==> config.mk <==
export PLATFORM = sky130hd
export DESIGN_NAME = graph_reachability_search_top
export DESIGN_NICKNAME = d
export VERILOG_FILES = /design/src/hdl/grs_pkg.sv /design/src/hdl/grs_adj_mem.sv /design/src/hdl/graph_reachability_search_top.sv
export SDC_FILE = /design/constraint.sdc
export NUM_CORES = 1
export LEC_CHECK = 0
export BUFFER_PORTS_ARGS = -buffer_cell sky130_fd_sc_hd__buf_4
export CAP_MARGIN = 15
export CORE_MARGIN = 2
export CORE_UTILIZATION = 35
export DETAILED_ROUTE_END_ITERATION = 7
export GPL_ROUTABILITY_DRIVEN = 0
export PLACE_DENSITY = 0.61
export SLEW_MARGIN = 30
export SYNTH_ARGS = -nofsm -noshare
export SYNTH_HDL_FRONTEND = slang
export SYNTH_SLANG_ARGS = --single-unit
==> constraint.sdc <==
create_clock -name clk -period 3.15 [get_ports clk]
set_input_delay 0.4725 -clock clk [delete_from_list [all_inputs] [get_ports clk]]
set_output_delay 0.4725 -clock clk [all_outputs]
set_load 0.02 [all_outputs]
==> src/hdl/grs_pkg.sv <==
// ----------------------------------------------------------------------------
// grs_pkg
// Shared types and constants for the graph reachability search block.
// ----------------------------------------------------------------------------
package grs_pkg;

    localparam int NODE_W = 4;
    localparam int EDGE_W = 16;

    typedef enum logic
    {
        OP_LOAD  = 1'b0,
        OP_QUERY = 1'b1
    } op_t;

    // Write request into the adjacency memory, carried as the raw request fields.
    typedef struct packed
    {
        logic              en;
        logic [NODE_W-1:0] node;
        logic [EDGE_W-1:0] edges;
    } adj_wr_t;

endpackage

==> src/hdl/grs_adj_mem.sv <==
// ----------------------------------------------------------------------------
// grs_adj_mem
// Adjacency row memory with one synchronous read port and per-row valid bits.
// ----------------------------------------------------------------------------
module grs_adj_mem
    import grs_pkg::*;
#(
    parameter int NODES = 16,
    localparam int AW = $clog2(NODES)
)
(
    input  logic             clk,
    input  logic             rst_n,
    input  adj_wr_t          wr,
    input  logic             rd_en,
    input  logic [AW-1:0]    rd_addr,
    output logic [NODES-1:0] rd_row
);

    logic [NODES-1:0] mem [NODES];
    logic [NODES-1:0] row_valid_reg;
    logic [NODES-1:0] rd_data_reg;
    logic             rd_valid_reg;

    logic [31:0]      wr_idx;
    logic             wr_hit;
    logic [AW-1:0]    wr_addr;
    logic [NODES-1:0] wr_row;

    // Rows beyond the graph are ignored; edge bits beyond the graph are dropped.
    assign wr_idx  = 32'(wr.node);
    assign wr_hit  = wr.en && (wr_idx < NODES);
    assign wr_addr = wr_idx[AW-1:0];
    assign wr_row  = NODES'({{NODES{1'b0}}, wr.edges});

    always_ff @(posedge clk)
    begin
        if (wr_hit)
        begin
            mem[wr_addr] <= wr_row;
        end
        if (rd_en)
        begin
            rd_data_reg <= mem[rd_addr];
        end
    end

    always_ff @(posedge clk or negedge rst_n)
    begin
        if (!rst_n)
        begin
            row_valid_reg <= '0;
            rd_valid_reg  <= 1'b0;
        end
        else
        begin
            if (wr_hit)
            begin
                row_valid_reg[wr_addr] <= 1'b1;
            end
            if (rd_en)
            begin
                rd_valid_reg <= row_valid_reg[rd_addr];
            end
        end
    end

    // A row never loaded since reset has no edges.
    assign rd_row = rd_valid_reg ? rd_data_reg : '0;

endmodule

==> src/hdl/graph_reachability_search_top.sv <==
// ----------------------------------------------------------------------------
// graph_reachability_search_top
// Directed graph reachability over a loadable adjacency matrix.
// ----------------------------------------------------------------------------
// A load request (op = 0) writes one adjacency row and returns nothing. A
// query request (op = 1) returns one response: 1 when target_node is
// reachable from source_node, and 1 at once when the two are equal. A query
// naming a node outside the graph, or equal source and target, goes straight
// to the finish state. Otherwise the search is a depth-first walk on a stack
// memory: every node taken off the stack passes a stack read, an adjacency
// row read and an edge check, and every new neighbor is then pushed. Each
// memory returns its data in the cycle after the read, the row read needs the
// stack data, and the stack takes one push per cycle.
// The search stops as soon as the target shows up among the new neighbors.
// One query is in work at a time; a finished response waits in an output
// register while the next request is taken.
// ----------------------------------------------------------------------------
module graph_reachability_search_top
    import grs_pkg::*;
#(
    parameter int NODES = 16
)
(
    input  logic              clk,
    input  logic              rst_n,

    input  logic              req_valid,
    output logic              req_stall,
    input  logic              op,
    input  logic [NODE_W-1:0] row_node,
    input  logic [EDGE_W-1:0] row_edges,
    input  logic [NODE_W-1:0] source_node,
    input  logic [NODE_W-1:0] target_node,

    output logic              rsp_valid,
    input  logic              rsp_stall,
    output logic              reachable
);

    localparam int AW = $clog2(NODES);
    localparam int DW = $clog2(NODES + 1);

    typedef enum logic [2:0]
    {
        ST_IDLE,
        ST_POP,
        ST_FETCH,
        ST_ROW,
        ST_PUSH,
        ST_FINISH
    } state_t;

    state_t           state_reg, state_next;
    logic [DW-1:0]    depth_reg, depth_next;
    logic [NODES-1:0] visited_reg, visited_next;
    logic [NODES-1:0] pending_reg, pending_next;
    logic [AW-1:0]    target_reg, target_next;
    logic             result_reg, result_next;
    logic             rsp_valid_reg, rsp_valid_next;
    logic             reachable_reg, reachable_next;

    // Stack memory.
    logic [AW-1:0]    stk [NODES];
    logic [AW-1:0]    stk_rdata_reg;
    logic             stk_we;
    logic [AW-1:0]    stk_waddr;
    logic [AW-1:0]    stk_wdata;
    logic             stk_re;
    logic [AW-1:0]    stk_raddr;

    adj_wr_t          adj_wr;
    logic             adj_rd_en;
    logic [NODES-1:0] adj_row;

    logic             req_fire;
    logic [31:0]      src32;
    logic [31:0]      tgt32;
    logic [AW-1:0]    src_idx;
    logic [AW-1:0]    tgt_idx;
    logic             nodes_ok;
    logic [NODES-1:0] fresh;
    logic [NODES-1:0] pending_low;
    logic [NODES-1:0] pending_rest;
    logic [AW-1:0]    pick_idx;
    logic [DW-1:0]    depth_dec;

    grs_adj_mem #(
        .NODES (NODES)
    ) u_adj_mem (
        .clk     (clk),
        .rst_n   (rst_n),
        .wr      (adj_wr),
        .rd_en   (adj_rd_en),
        .rd_addr (stk_rdata_reg),
        .rd_row  (adj_row)
    );

    assign req_stall = (state_reg != ST_IDLE);
    assign req_fire  = req_valid && !req_stall;
    assign rsp_valid = rsp_valid_reg;
    assign reachable = reachable_reg;

    assign adj_wr.en    = req_fire && (op == OP_LOAD);
    assign adj_wr.node  = row_node;
    assign adj_wr.edges = row_edges;

    assign src32    = 32'(source_node);
    assign tgt32    = 32'(target_node);
    assign src_idx  = src32[AW-1:0];
    assign tgt_idx  = tgt32[AW-1:0];
    assign nodes_ok = (src32 < NODES) && (tgt32 < NODES);

    assign fresh        = adj_row & ~visited_reg;
    assign pending_low  = pending_reg & (~pending_reg + NODES'(1));
    assign pending_rest = pending_reg & ~pending_low;
    assign depth_dec    = depth_reg - DW'(1);

    always_comb
    begin
        pick_idx = '0;
        for (int i = 0; i < NODES; i++)
        begin
            if (pending_low[i])
            begin
                pick_idx = pick_idx | AW'(i);
            end
        end
    end

    always_ff @(posedge clk)
    begin
        if (stk_we)
        begin
            stk[stk_waddr] <= stk_wdata;
        end
        if (stk_re)
        begin
            stk_rdata_reg <= stk[stk_raddr];
        end
    end

    always_comb
    begin
        state_next     = state_reg;
        depth_next     = depth_reg;
        visited_next   = visited_reg;
        pending_next   = pending_reg;
        target_next    = target_reg;
        result_next    = result_reg;
        rsp_valid_next = rsp_valid_reg;
        reachable_next = reachable_reg;
        stk_we         = 1'b0;
        stk_waddr      = '0;
        stk_wdata      = src_idx;
        stk_re         = 1'b0;
        stk_raddr      = depth_dec[AW-1:0];
        adj_rd_en      = 1'b0;

        if (rsp_valid_reg && !rsp_stall)
        begin
            rsp_valid_next = 1'b0;
        end

        case (state_reg)
            ST_IDLE:
            begin
                if (req_fire && (op == OP_QUERY))
                begin
                    if (source_node == target_node)
                    begin
                        result_next = 1'b1;
                        state_next  = ST_FINISH;
                    end
                    else if (!nodes_ok)
                    begin
                        result_next = 1'b0;
                        state_next  = ST_FINISH;
                    end
                    else
                    begin
                        // The source itself is not marked visited.
                        visited_next = '0;
                        stk_we       = 1'b1;
                        stk_waddr    = '0;
                        stk_wdata    = src_idx;
                        depth_next   = DW'(1);
                        target_next  = tgt_idx;
                        state_next   = ST_POP;
                    end
                end
            end
            ST_POP:
            begin
                if (depth_reg == '0)
                begin
                    result_next = 1'b0;
                    state_next  = ST_FINISH;
                end
                else
                begin
                    stk_re     = 1'b1;
                    depth_next = depth_dec;
                    state_next = ST_FETCH;
                end
            end
            ST_FETCH:
            begin
                adj_rd_en  = 1'b1;
                state_next = ST_ROW;
            end
            ST_ROW:
            begin
                // Once the target is among the new neighbors it is reachable.
                if (fresh[target_reg])
                begin
                    result_next = 1'b1;
                    state_next  = ST_FINISH;
                end
                else
                begin
                    visited_next = visited_reg | fresh;
                    pending_next = fresh;
                    state_next   = (fresh == '0) ? ST_POP : ST_PUSH;
                end
            end
            ST_PUSH:
            begin
                if (32'(depth_reg) < NODES)
                begin
                    stk_we     = 1'b1;
                    stk_waddr  = depth_reg[AW-1:0];
                    stk_wdata  = pick_idx;
                    depth_next = depth_reg + DW'(1);
                end
                pending_next = pending_rest;
                if (pending_rest == '0)
                begin
                    state_next = ST_POP;
                end
            end
            ST_FINISH:
            begin
                if (!rsp_valid_reg || !rsp_stall)
                begin
                    rsp_valid_next = 1'b1;
                    reachable_next = result_reg;
                    state_next     = ST_IDLE;
                end
            end
            default:
            begin
                state_next = ST_IDLE;
            end
        endcase
    end

    always_ff @(posedge clk or negedge rst_n)
    begin
        if (!rst_n)
        begin
            state_reg     <= ST_IDLE;
            depth_reg     <= '0;
            visited_reg   <= '0;
            pending_reg   <= '0;
            target_reg    <= '0;
            result_reg    <= 1'b0;
            rsp_valid_reg <= 1'b0;
            reachable_reg <= 1'b0;
        end
        else
        begin
            state_reg     <= state_next;
            depth_reg     <= depth_next;
            visited_reg   <= visited_next;
            pending_reg   <= pending_next;
            target_reg    <= target_next;
            result_reg    <= result_next;
            rsp_valid_reg <= rsp_valid_next;
            reachable_reg <= reachable_next;
        end
    end

endmodule

# Yosys cells after proc, flatten, opt, wreduce, memory -nomap -nowiden
# Memory sizes are Yosys's and may differ from the RTL's. A register that Yosys moved wholly into a read port is not among the register bits.
# Index checks and enable logic that the tools add are counted.
op_classes:
  n_addsub: 3
  mul: 0
  n_div: 0
  magnitude_cmp: 8
  eq_ne: 17
  shifts: 0
  muxes: 69
  bitwise: 10
  reduce_logical: 27
ops:
  columns: ["operator", "count"]
  rows:
  - ["$mux 16", 6]
  - ["$pmux 16 s2", 2]
  - ["$and 16x16->16", 3]
  - ["$mux 4", 12]
  - ["$not 16->16", 3]
  - ["$mux 3", 12]
  - ["$logic_not 16->1", 2]
  - ["$or 16x16->16", 2]
  - ["$lt 4x5->1 const B", 6]
  - ["$mux 5", 5]
  - ["$mux 1", 23]
  - ["$ne 2x2->1 const B", 10]
  - ["$pmux 3 s6", 1]
  - ["$add 16x1->16 const B", 1]
  - ["$pmux 5 s3", 1]
  - ["$reduce_and 5->1", 2]
  - ["$reduce_bool 3->1", 3]
  - ["$bmux 1 s4", 2]
  - ["$logic_and 1x1->1", 7]
  - ["$eq 3x2->1 const B", 2]
  - ["$eq 3x3->1 const B", 2]
  - ["$reduce_and 6->1", 1]
  - ["$add 5x1->5 const B", 1]
  - ["$logic_not 5->1", 1]
  - ["18 further kinds", 24]
totals:
  regBits: 64
  latch_bits: 0
  ram_bits: 320
  mem_bits_ro: 0
  input_bits: 33
  output_inout_bits: 3
  n_memories: 2
memory_table:
  columns: ["memory", "depth", "width", "read_ports", "rd_clocked_by_memory_dff", "write_ports", "line_no", "source"]
  rows:
  - ["u_adj_mem.mem", 16, 16, 1, 1, 1, "grs_adj_mem.sv:20", "logic [NODES-1:0] mem [NODES];"]
  - ["stk", 16, 4, 1, 1, 1, "graph_reachability_search_top.sv:63", "logic [AW-1:0] stk [NODES];"]

# Longest topological paths before layout
# Gate-level depths: netlist (run 1).
logic_depth:
  ltp_word: 20
  depth_mapped: 10
  mapped_depth_nobuf: 8

# By module
# From an unflattened synthesis (run 1), not the netlist that was laid out.
hier_totals:
  hier_cells: 876
  hier_area_um2: 16455.8
modules_own_cells:
  columns: ["module", "n_inst", "cells_per_inst", "area_each_um2", "seq_area_each_um2"]
  rows:
  - ["grs_adj_mem", 1, 453, 10993.0, 8593.2]
  - ["graph_reachability_search_top", 1, 423, 5462.7, 3218.1]

# Least setup slack after synthesis (run 1)
# OpenSTA, ideal clock, no wires.
synth_timing:
  kind: "flip-flop to flip-flop"
  from: "register depth_reg[0]"
  to: "register stk_rdata_reg[0] (read register of stk), data pin"
  setup_time_ns: 0.272
  t_arrival_ns: 2.854
  setup_slack_ns: 0.024
  path_stages_with_launch: 9
  path_buffers: 4
  period_less_slack_ns: 3.126
  path_cell_list: "dfrtp_1 -> clkbuf_1 -> clkbuf_1 -> inv_1 -> ha_1 -> buf_1 -> clkbuf_1 -> mux4_2 -> mux4_2"
synth_via:
  elab_chain_len: 3
  elab_cells_between_ends: 4
  classes_between: "add/sub (1); mux (2); reduce/logical (1)"
synth_rtl:
  columns: ["item", "line_no", "source"]
  rows:
  - ["start: declaration", "graph_reachability_search_top.sv:54", "logic [DW-1:0] depth_reg, depth_next;"]
  - ["start signal: assignment", "graph_reachability_search_top.sv:273", "depth_reg <= depth_next;"]
  - ["parallel branches: the longest is 3 deep, another holds $sub 5x1->5", null, null]
  - ["end: declaration", "graph_reachability_search_top.sv:64", "logic [AW-1:0] stk_rdata_reg;"]
# Parallel ways; which one is timed is not known.
# A chain may end at the register's enable or synchronous reset.

# Worst setup path after layout (run 1)
layout_timing:
  from: "register state_reg[0]"
  to: "memory u_adj_mem.mem[1][4] (enable)"
layout_via:
  elab_chain_len: 7
layout_rtl:
  columns: ["item", "line_no", "source"]
  rows:
  - ["start: declaration", "graph_reachability_search_top.sv:53", "state_t state_reg, state_next;"]
  - ["start signal: assignment", "graph_reachability_search_top.sv:272", "state_reg <= state_next;"]
  - ["$reduce_bool 3->1", "graph_reachability_search_top.sv:98", "assign req_stall = (state_reg != ST_IDLE);"]
  - ["$logic_not 1->1", "graph_reachability_search_top.sv:99", "assign req_fire = req_valid && !req_stall;"]
  - ["$logic_and 1x1->1", "graph_reachability_search_top.sv:99", null]
  - ["$logic_and 1x1->1", "graph_reachability_search_top.sv:103", "assign adj_wr.en = req_fire && (op == OP_LOAD);"]
  - ["$logic_and 1x1->1", "grs_adj_mem.sv:32", "assign wr_hit = wr.en && (wr_idx < NODES);"]
  - ["$mux 1", "grs_adj_mem.sv:38", "if (wr_hit)"]
  - ["$mux 1 (not written as such)", "grs_adj_mem.sv:40", "mem[wr_addr] <= wr_row;"]
  - ["end: declaration", "grs_adj_mem.sv:20", null]
# No other way between the ends.

==> results of run 1 <==
==> cells by family (layout without fill, tap and decap cells) <==
group / after synthesis / after routing / share of synthesized area [%]
DFF: 404 / 404 / 72.5
and+or+nand+nor: 185 / 185 / 5.80
muxes: 117 / 117 / 15.6
AOI/OAI and AO/OA: 105 / 105 / 4.32
buffers and inverters: 53 / 176 / 1.31
xor gates and xnor gates: 6 / 6 / 0.322
adders and majority gates: 2 / 2 / 0.154
==> metrics by stage <==
| step | setup WS (ps) | hold WS (ps) |
|---|---|---|
| floorplan | 24.1 | 177 |
| global placement | 606 | 446 |
| detailed placement | 491 | 453 |
| CTS | 451 | 30.5 |
| global route | 310 | 77.0 |
| finish | 510 | 20.6 |
==> worst max-delay path, cell delays in order (launching register included) <==
cell and delay (ps):
dfrtp_1 550, nor3_1 360, nand3b_1 330, or3_1 510, nor2_2 370, buf_4 240
==> per-layer routing <==
| metal | vias to the layer above | wire, um | share of wire (%) |
|---|---|---|---|
| li1 | 3724 | - | - |
| met1 | 4458 | 15600 | 44 |
| met2 | 250 | 17200 | 49 |
| met3 | 57 | 2080 | 5.9 |
| met4 | 0 | 617 | 1.7 |
| met5 | - | 0 | 0 |
==> area by class of cell <==
| type | count | area (um^2) | area share [%] |
|---|---|---|---|
| clock buffers | 53 | 1160 | 6.08 |
| clock inverters | 29 | 230 | 1.21 |
| inverters | 10 | 37.5 | 0.197 |
| multi-input cells | 415 | 4330 | 22.7 |
| flip-flops and latches | 404 | 11800 | 62.1 |
| well taps | 607 | 759 | 3.99 |
| repair buffers | 84 | 706 | 3.71 |
==> path summary, 6_finish.rpt <==
kind | startpoint | slack [ps] | end | cells past startpoint
worst max-delay path | state_reg[0]$_DFFE_PN0P_ | 510 | u_adj_mem.mem[1][4]$_DFFE_PP_ | 5
max in group asynchronous | rst_n | 2580 | target_reg[0]$_DFFE_PN0P_ | 1
min in group clk | rsp_stall | 160 | rsp_valid$_DFF_PN0_ | 3
worst max register to register | state_reg[0]$_DFFE_PN0P_ | 510 | u_adj_mem.mem[1][4]$_DFFE_PP_ | 5
worst min-delay path | rst_n | 20 | u_adj_mem.row_valid_reg[6]$_DFFE_PN0P_ | 1
worst min register to register | u_adj_mem.row_valid_reg[6]$_DFFE_PN0P_ | 460 | u_adj_mem.row_valid_reg[6]$_DFFE_PN0P_ | 1
==> cell usage in the layout (no fill, tap or decap), types with 3 or more instances in the layout <==
cell / Yosys / layout
nand2_1: 32 / 32
nand3b_1: 4 / 4
nor2_1: 49 / 36
or2_2: 18 / 18
a31oi_1: 3 / 3
or3_1: 3 / 3
a211oi_1: 3 / 3
nand3_1: 23 / 23
o31ai_1: 7 / 7
clkinv_2: 0 / 8
nor4_1: 5 / 5
inv_1: 10 / 10
nor3_1: 14 / 9
nor3_2: 0 / 5
buf_4: 2 / 78
nand2b_1: 6 / 6
mux2_2: 7 / 7
xnor2_1: 6 / 6
nor2b_1: 17 / 17
buf_12: 0 / 6
a21oi_1: 14 / 14
a22o_1: 17 / 17
clkinvlp_4: 0 / 4
dfrtp_1: 64 / 64
nor2_2: 0 / 13
clkbuf_1: 28 / 8
clkinv_1: 0 / 12
edfxtp_1: 340 / 340
nand4_1: 3 / 3
clkbuf_16: 0 / 45
mux4_2: 109 / 109
o21ai_0: 40 / 40
==> report_power, final <==
part	leakage [nW]	switching [mW]	internal, mW
combinational	1.82	2.61	2.43
sequential	3.91	0.521	6.43
clock	0.666	2.10	2.80
total	6.39	5.23	11.7
==> reports/summary.txt, run 1 <==
Synth cell count leaders: 340 x edfxtp_1, 109 x mux4_2, 64 x dfrtp_1, 49 x nor2_1, 40 x o21ai_0
CP startpoint kind: register
Min-delay worst type: input pin to async pin
Worst slew pin tran: 838 ps
Crit path kind: register to register
Largest register FFs: 256
Ant diodes: 0
CTS root buffer: clkbuf_16
Max clock buf depth: 3
Drt first-iter violations: 717
Most common cell in the netlist: edfxtp_1
RSZ-0062 raised after global routing: false
Post-synth cell types: 54
Leak: 6.39 nW
CTS tree: yes
IO Pins: 36
TritonCTS Sinks: 404
Total GRT Usage: 15.1%
Post-route cell area: 19000 um^2
Cell Area, Placed: 17600 um^2
Vias in the first global route: 8692
Core area: 46300 um^2
FF+latch count, synth: 404
Setup TNS: 0 ps
Initial antenna violation count: 0
# nets final: 994
First-pass GRT wire length: 54200 um
Final hold violations: 0
CTS clk-pin slew, worst paths: 60 ps
Slew margin rel.: 44.2%
Die height: 220 um
CP endpoint kind: register
Synthesis Warnings: 0
Final WL: 35500 um
Crit path time final: 2640 ps
Wire length per cell: 22.1 um
Fin util: 41.1%
Fillers: 4112
Share of layout cells above drive strength 1: 30.4%
Fin Clk Skew: 30.9 ps
Starting density of the core: 35.2%
H-Tree Depth: 2
CP required: 3430 ps
Via count: 8489
Maxcap violations: 0
Number of flops mapped to enable cells by yosys: 340
Slew Limit Fails: 0
Antenna Nets Post-Route: 0
Pwr Total: 16.9 mW
Clk_lat worst skew: 580 ps
Final setup fails: 0
Synth Cell Area: 16300 um^2
Grt met1 use: 20.6%
Port Buffers: 35
Largest registers: u_adj_mem.mem: 256 flops, stk: 64 flops
Row cnt: 79
Seq/Total Area, Yosys: 72.5%
# DRC: 0
Grt total ovfl: 0
CP arrival: 2920 ps
Post-synthesis net count: 907
DP Cell Count: 1520
DR vias/cell: 5.30
Met2 Resource Use GR: 24.6%
Post-synth ARST share: 15.8%
Final Non-Filler Cells: 1602
Largest Register: u_adj_mem.mem
Cts repair resizes: 0
Pin count of the biggest net entering global routing: 65
DIE AREA: 48300 um^2
PwrDens: 888 nW/um^2
Largest area contributor in the netlist: edfxtp_1
Peak VDD IR: 0.448 mV
Largest cells by area after synthesis: edfxtp_1 63%, mux4_2 15%, dfrtp_1 9.8%
Most Used Layer, Global Route: met2
Post-CTS Setup Inserts: 0
Critical Path Fanout Max: 17
Area Overhead vs Synth: 16.8%
Die width: 220 um
Hold buffers post-CTS: 0
GR Layer Usage met3: 3.16%
Drt pass-1 iters: 5
Post-synth top flop: edfxtp_1
Status: finished clean
CTS Buf Count: 44
Top cell type's share of synthesized area: 62.7%
Fmax achieved: 379 MHz
Avg Inst Size Synth: 18.7 um^2
DP HPWL: 22800 um
Mapped Cells: 872
Post-route clock period utilization: 83.8%
Note: power is estimated with default switching activity, not from simulation.
==> run 2: changes to the inputs <==
--- a/config.mk
+++ b/config.mk
@@ -5,13 +5,14 @@
 export SDC_FILE = /design/constraint.sdc
 export NUM_CORES = 1
 export LEC_CHECK = 0
+export ABC_AREA = 1
 export BUFFER_PORTS_ARGS = -buffer_cell sky130_fd_sc_hd__buf_4
 export CAP_MARGIN = 15
 export CORE_MARGIN = 2
 export CORE_UTILIZATION = 35
 export DETAILED_ROUTE_END_ITERATION = 7
 export GPL_ROUTABILITY_DRIVEN = 0
-export PLACE_DENSITY = 0.61
+export PLACE_DENSITY = 0.6
 export SLEW_MARGIN = 30
 export SYNTH_ARGS = -nofsm -noshare
 export SYNTH_HDL_FRONTEND = slang
==> constraint.sdc (replaced) <==
create_clock -name clk -period 2.5 [get_ports clk]
set_input_delay 0.375 -clock clk [delete_from_list [all_inputs] [get_ports clk]]
set_output_delay 0.375 -clock clk [all_outputs]
set_load 0.02 [all_outputs]
==> run 2 against run 1 <==
Compared with the run above:
- clock power is 28% higher
- sequential share of layout area is 3.1 points lower
- critical path depth is 5 higher
- count of clock-buffer cells in the layout is 1 higher
- total power is 37% higher
- hold slack better by 72 ps
- sequential cell count stayed put
- area after synthesis is 5.3% higher
- first-iteration DRC count is 61% higher
- critical endpoint is now stk[11][0]$_DFFE_PP_
- global-route usage is 2.3 points higher
==> reports/summary.txt, run 2 <==
Status: finished clean
RSZ-0062 raised after global routing: false
CP endpoint kind: register
Vias in the first global route: 11000
Clk pwr share: 27.0%
Grt total ovfl: 0
Largest registers: u_adj_mem.mem: 256 flops, stk: 64 flops
TritonCTS Sinks: 404
Die height: 225 um
Final worst setup slack: 293 ps
Final WL: 43500 um
DIE AREA: 50800 um^2
Area Overhead vs Synth: 16.7%
CP top delay family: simple AND/OR/NAND/NOR gates
Wire length per cell: 20.1 um
Largest register FFs: 256
Largest area contributor in the netlist: edfxtp_1
CTS tree: yes
Critical Path Fanout Max: 16
Cell Chain, Critical Path: nor2_2 > nand2_1 > nor2_1 > buf_4 > nand2_1 > nor2_1 > nor3_1 > nand2_1 > nand2_1 > inv_1
Pwr Total: 23.2 mW
Drt first-iter violations: 1153
Fin Clk Skew: 29.1 ps
Top cell type's share of synthesized area: 59.5%
Setup TNS: 0 ps
Maxcap violations: 0
Slew margin rel.: 54.8%
Post-synth ARST share: 15.8%
CTS clk-pin slew, worst paths: 60 ps
Total GRT Usage: 17.4%
Final hold violations: 0
Leak: 7.34 nW
Row cnt: 81
Final Non-Filler Cells: 2162
Ant diodes: 0
Largest cells by area after synthesis: edfxtp_1 60%, dfrtp_1 9.3%, nor2_1 5.1%
Worst Reg-to-Reg Cells: 10
DR vias/cell: 5.24
CP required: 2800 ps
WP depth: 10
First-pass GRT wire length: 66300 um
CP arrival: 2510 ps
Commonest cells after routing, fill and taps aside: 340 x edfxtp_1, 217 x nor2_1, 167 x nand2_1, 140 x o21ai_0, 84 x buf_4
Flop pwr share: 37.0%
FF+latch count, synth: 404
Avg Inst Size Synth: 11.9 um^2
Fin util: 41.1%
Drt pass-1 iters: 5
PwrDens: 1160 nW/um^2
Pre-CTS WS: 310 ps
Worst slew pin tran: 677 ps
Post-synth top flop: edfxtp_1
Initial antenna violation count: 0
DP Cell Count: 2086
IO Pins: 36
Slowest Stage Delay on Critical Path: 420 ps
Port Buffers: 35
Max clock buf depth: 3
Hold Slack: 93.1 ps
Final setup fails: 0
CTS root buffer: clkbuf_16
Crit path time final: 2210 ps
Die width: 225 um
Cell Area, Placed: 18700 um^2
Slew Limit Fails: 0
Synthesis Warnings: 0
H-Tree Depth: 2
Synth Cell Area: 17200 um^2
Fillers: 4487
CP startpoint kind: register
Seq/Total Area, Yosys: 68.9%
CTS Buf Count: 42
Cell internal pwr: 14.6 mW
Via count: 11300
Most common cell in the netlist: edfxtp_1
Largest Register: u_adj_mem.mem
Post-route clock period utilization: 88.3%
Mapped Cells: 1436
Most common cell after layout, fill and taps aside: edfxtp_1
Number of flops mapped to enable cells by yosys: 340
Fmax achieved: 453 MHz
# nets final: 1544
Starting density of the core: 35.3%
DP HPWL: 28200 um
Buf+Inv Stages, Crit Path: 2
NetSw: 8.63 mW
Synth cell count leaders: 340 x edfxtp_1, 234 x nor2_1, 167 x nand2_1, 140 x o21ai_0, 77 x inv_1
Clk_lat worst skew: 580 ps
Hold Path Cell Cnt: 3
# DRC: 0
Share of layout cells above drive strength 1: 13.6%
Post-synth cell types: 41
Gate power share: 36.0%
Crit path kind: register to register
Peak VDD IR: 0.543 mV
Pin count of the biggest net entering global routing: 83
Worst path slowest cell: dfrtp_1
Core area: 48600 um^2
Top cell by count, worst path: nand2_1
Post-synthesis net count: 1471
Post-route cell area: 20000 um^2
Antenna Nets Post-Route: 0
Sw frac: 37.2%
Min-delay worst type: input pin to register
-- run 2: worst paths after layout --
| check | start | end | slack [ps] |
|---|---|---|---|
| worst max-delay path | pending_reg[0]$_DFFE_PN0P_ | stk[11][0]$_DFFE_PP_ | 290 |
| worst min-delay path | target_node[0] | target_reg[0]$_DFFE_PN0P_ | 90 |
| worst max register to register | pending_reg[0]$_DFFE_PN0P_ | stk[11][0]$_DFFE_PP_ | 290 |
| worst min register to register | u_adj_mem.row_valid_reg[6]$_DFFE_PN0P_ | u_adj_mem.row_valid_reg[6]$_DFFE_PN0P_ | 460 |
| max in group asynchronous | rst_n | rsp_valid$_DFF_PN0_ | 1450 |
| min in group asynchronous | rst_n | depth_reg[3]$_DFFE_PN0P_ | 400 |
-- run 2: timing repair --
| item | in CTS | in global routing |
|---|---|---|
| setup buffers | 0 | 0 |
| hold endpoints to repair | 39 | 0 |
| hold buffers | 1 | 0 |
| endpoints found under the setup margin | 0 | 16 |
| gates resized for setup | 0 | 1 |
-- run 2: tightest hold or removal path: cells and delay by family --
family                 cells  cell delay (ps)
AO/OA/AOI/OAI              1               90
buffers and inverters      1              100
AND/OR/NAND/NOR            1               40
-- run 2: logic make-up (layout without fill, tap and decap cells) --
logic type               after synthesis  count (layout)  share of synthesized area (%)
AO/OA/AOI/OAI                        302             302                           11.4
XOR/XNOR                               6               6                          0.306
adder cells (fa/ha/maj)                2               2                          0.146
buffers and inverters                158             262                           3.84
flip-flops                           404             404                           68.9
multiplexers                          53              53                           3.09
AND/OR/NAND/NOR                      511             511                           12.4
-- run 2: final cells by class --
cell class	instances	area, um^2	share of cell area [%]
Clock inverter	21	213	1.06
Sequential cell	404	11800	59.0
Multi-Input combinational cell	874	4730	23.6
Timing Repair Buffer	105	1040	5.20
Clock buffer	54	1140	5.68
Tap cell	622	778	3.89
Inverter	82	308	1.54
-- run 2: power groups by stage --
stage                     logic [mW]  clock network (mW)  registers (mW)
after floorplan                 5.61                   0            8.54
after global placement          8.27                   0            8.71
after detailed placement        8.35                   0            8.71
after CTS                       8.39                6.38            8.58
after global routing            9.24                6.68            8.66
final                           8.37                6.26            8.58
-- run 2: metal layers --
| layer | vias up | GRT usage, % | share of wire (%) |
|---|---|---|---|
| li1 | 5357 | - | - |
| met1 | 5565 | 23.7 | 44 |
| met2 | 355 | 28.7 | 48 |
| met3 | 61 | 3.00 | 5.9 |
| met4 | 0 | 4.36 | 2.1 |
| met5 | - | 0 | 0 |
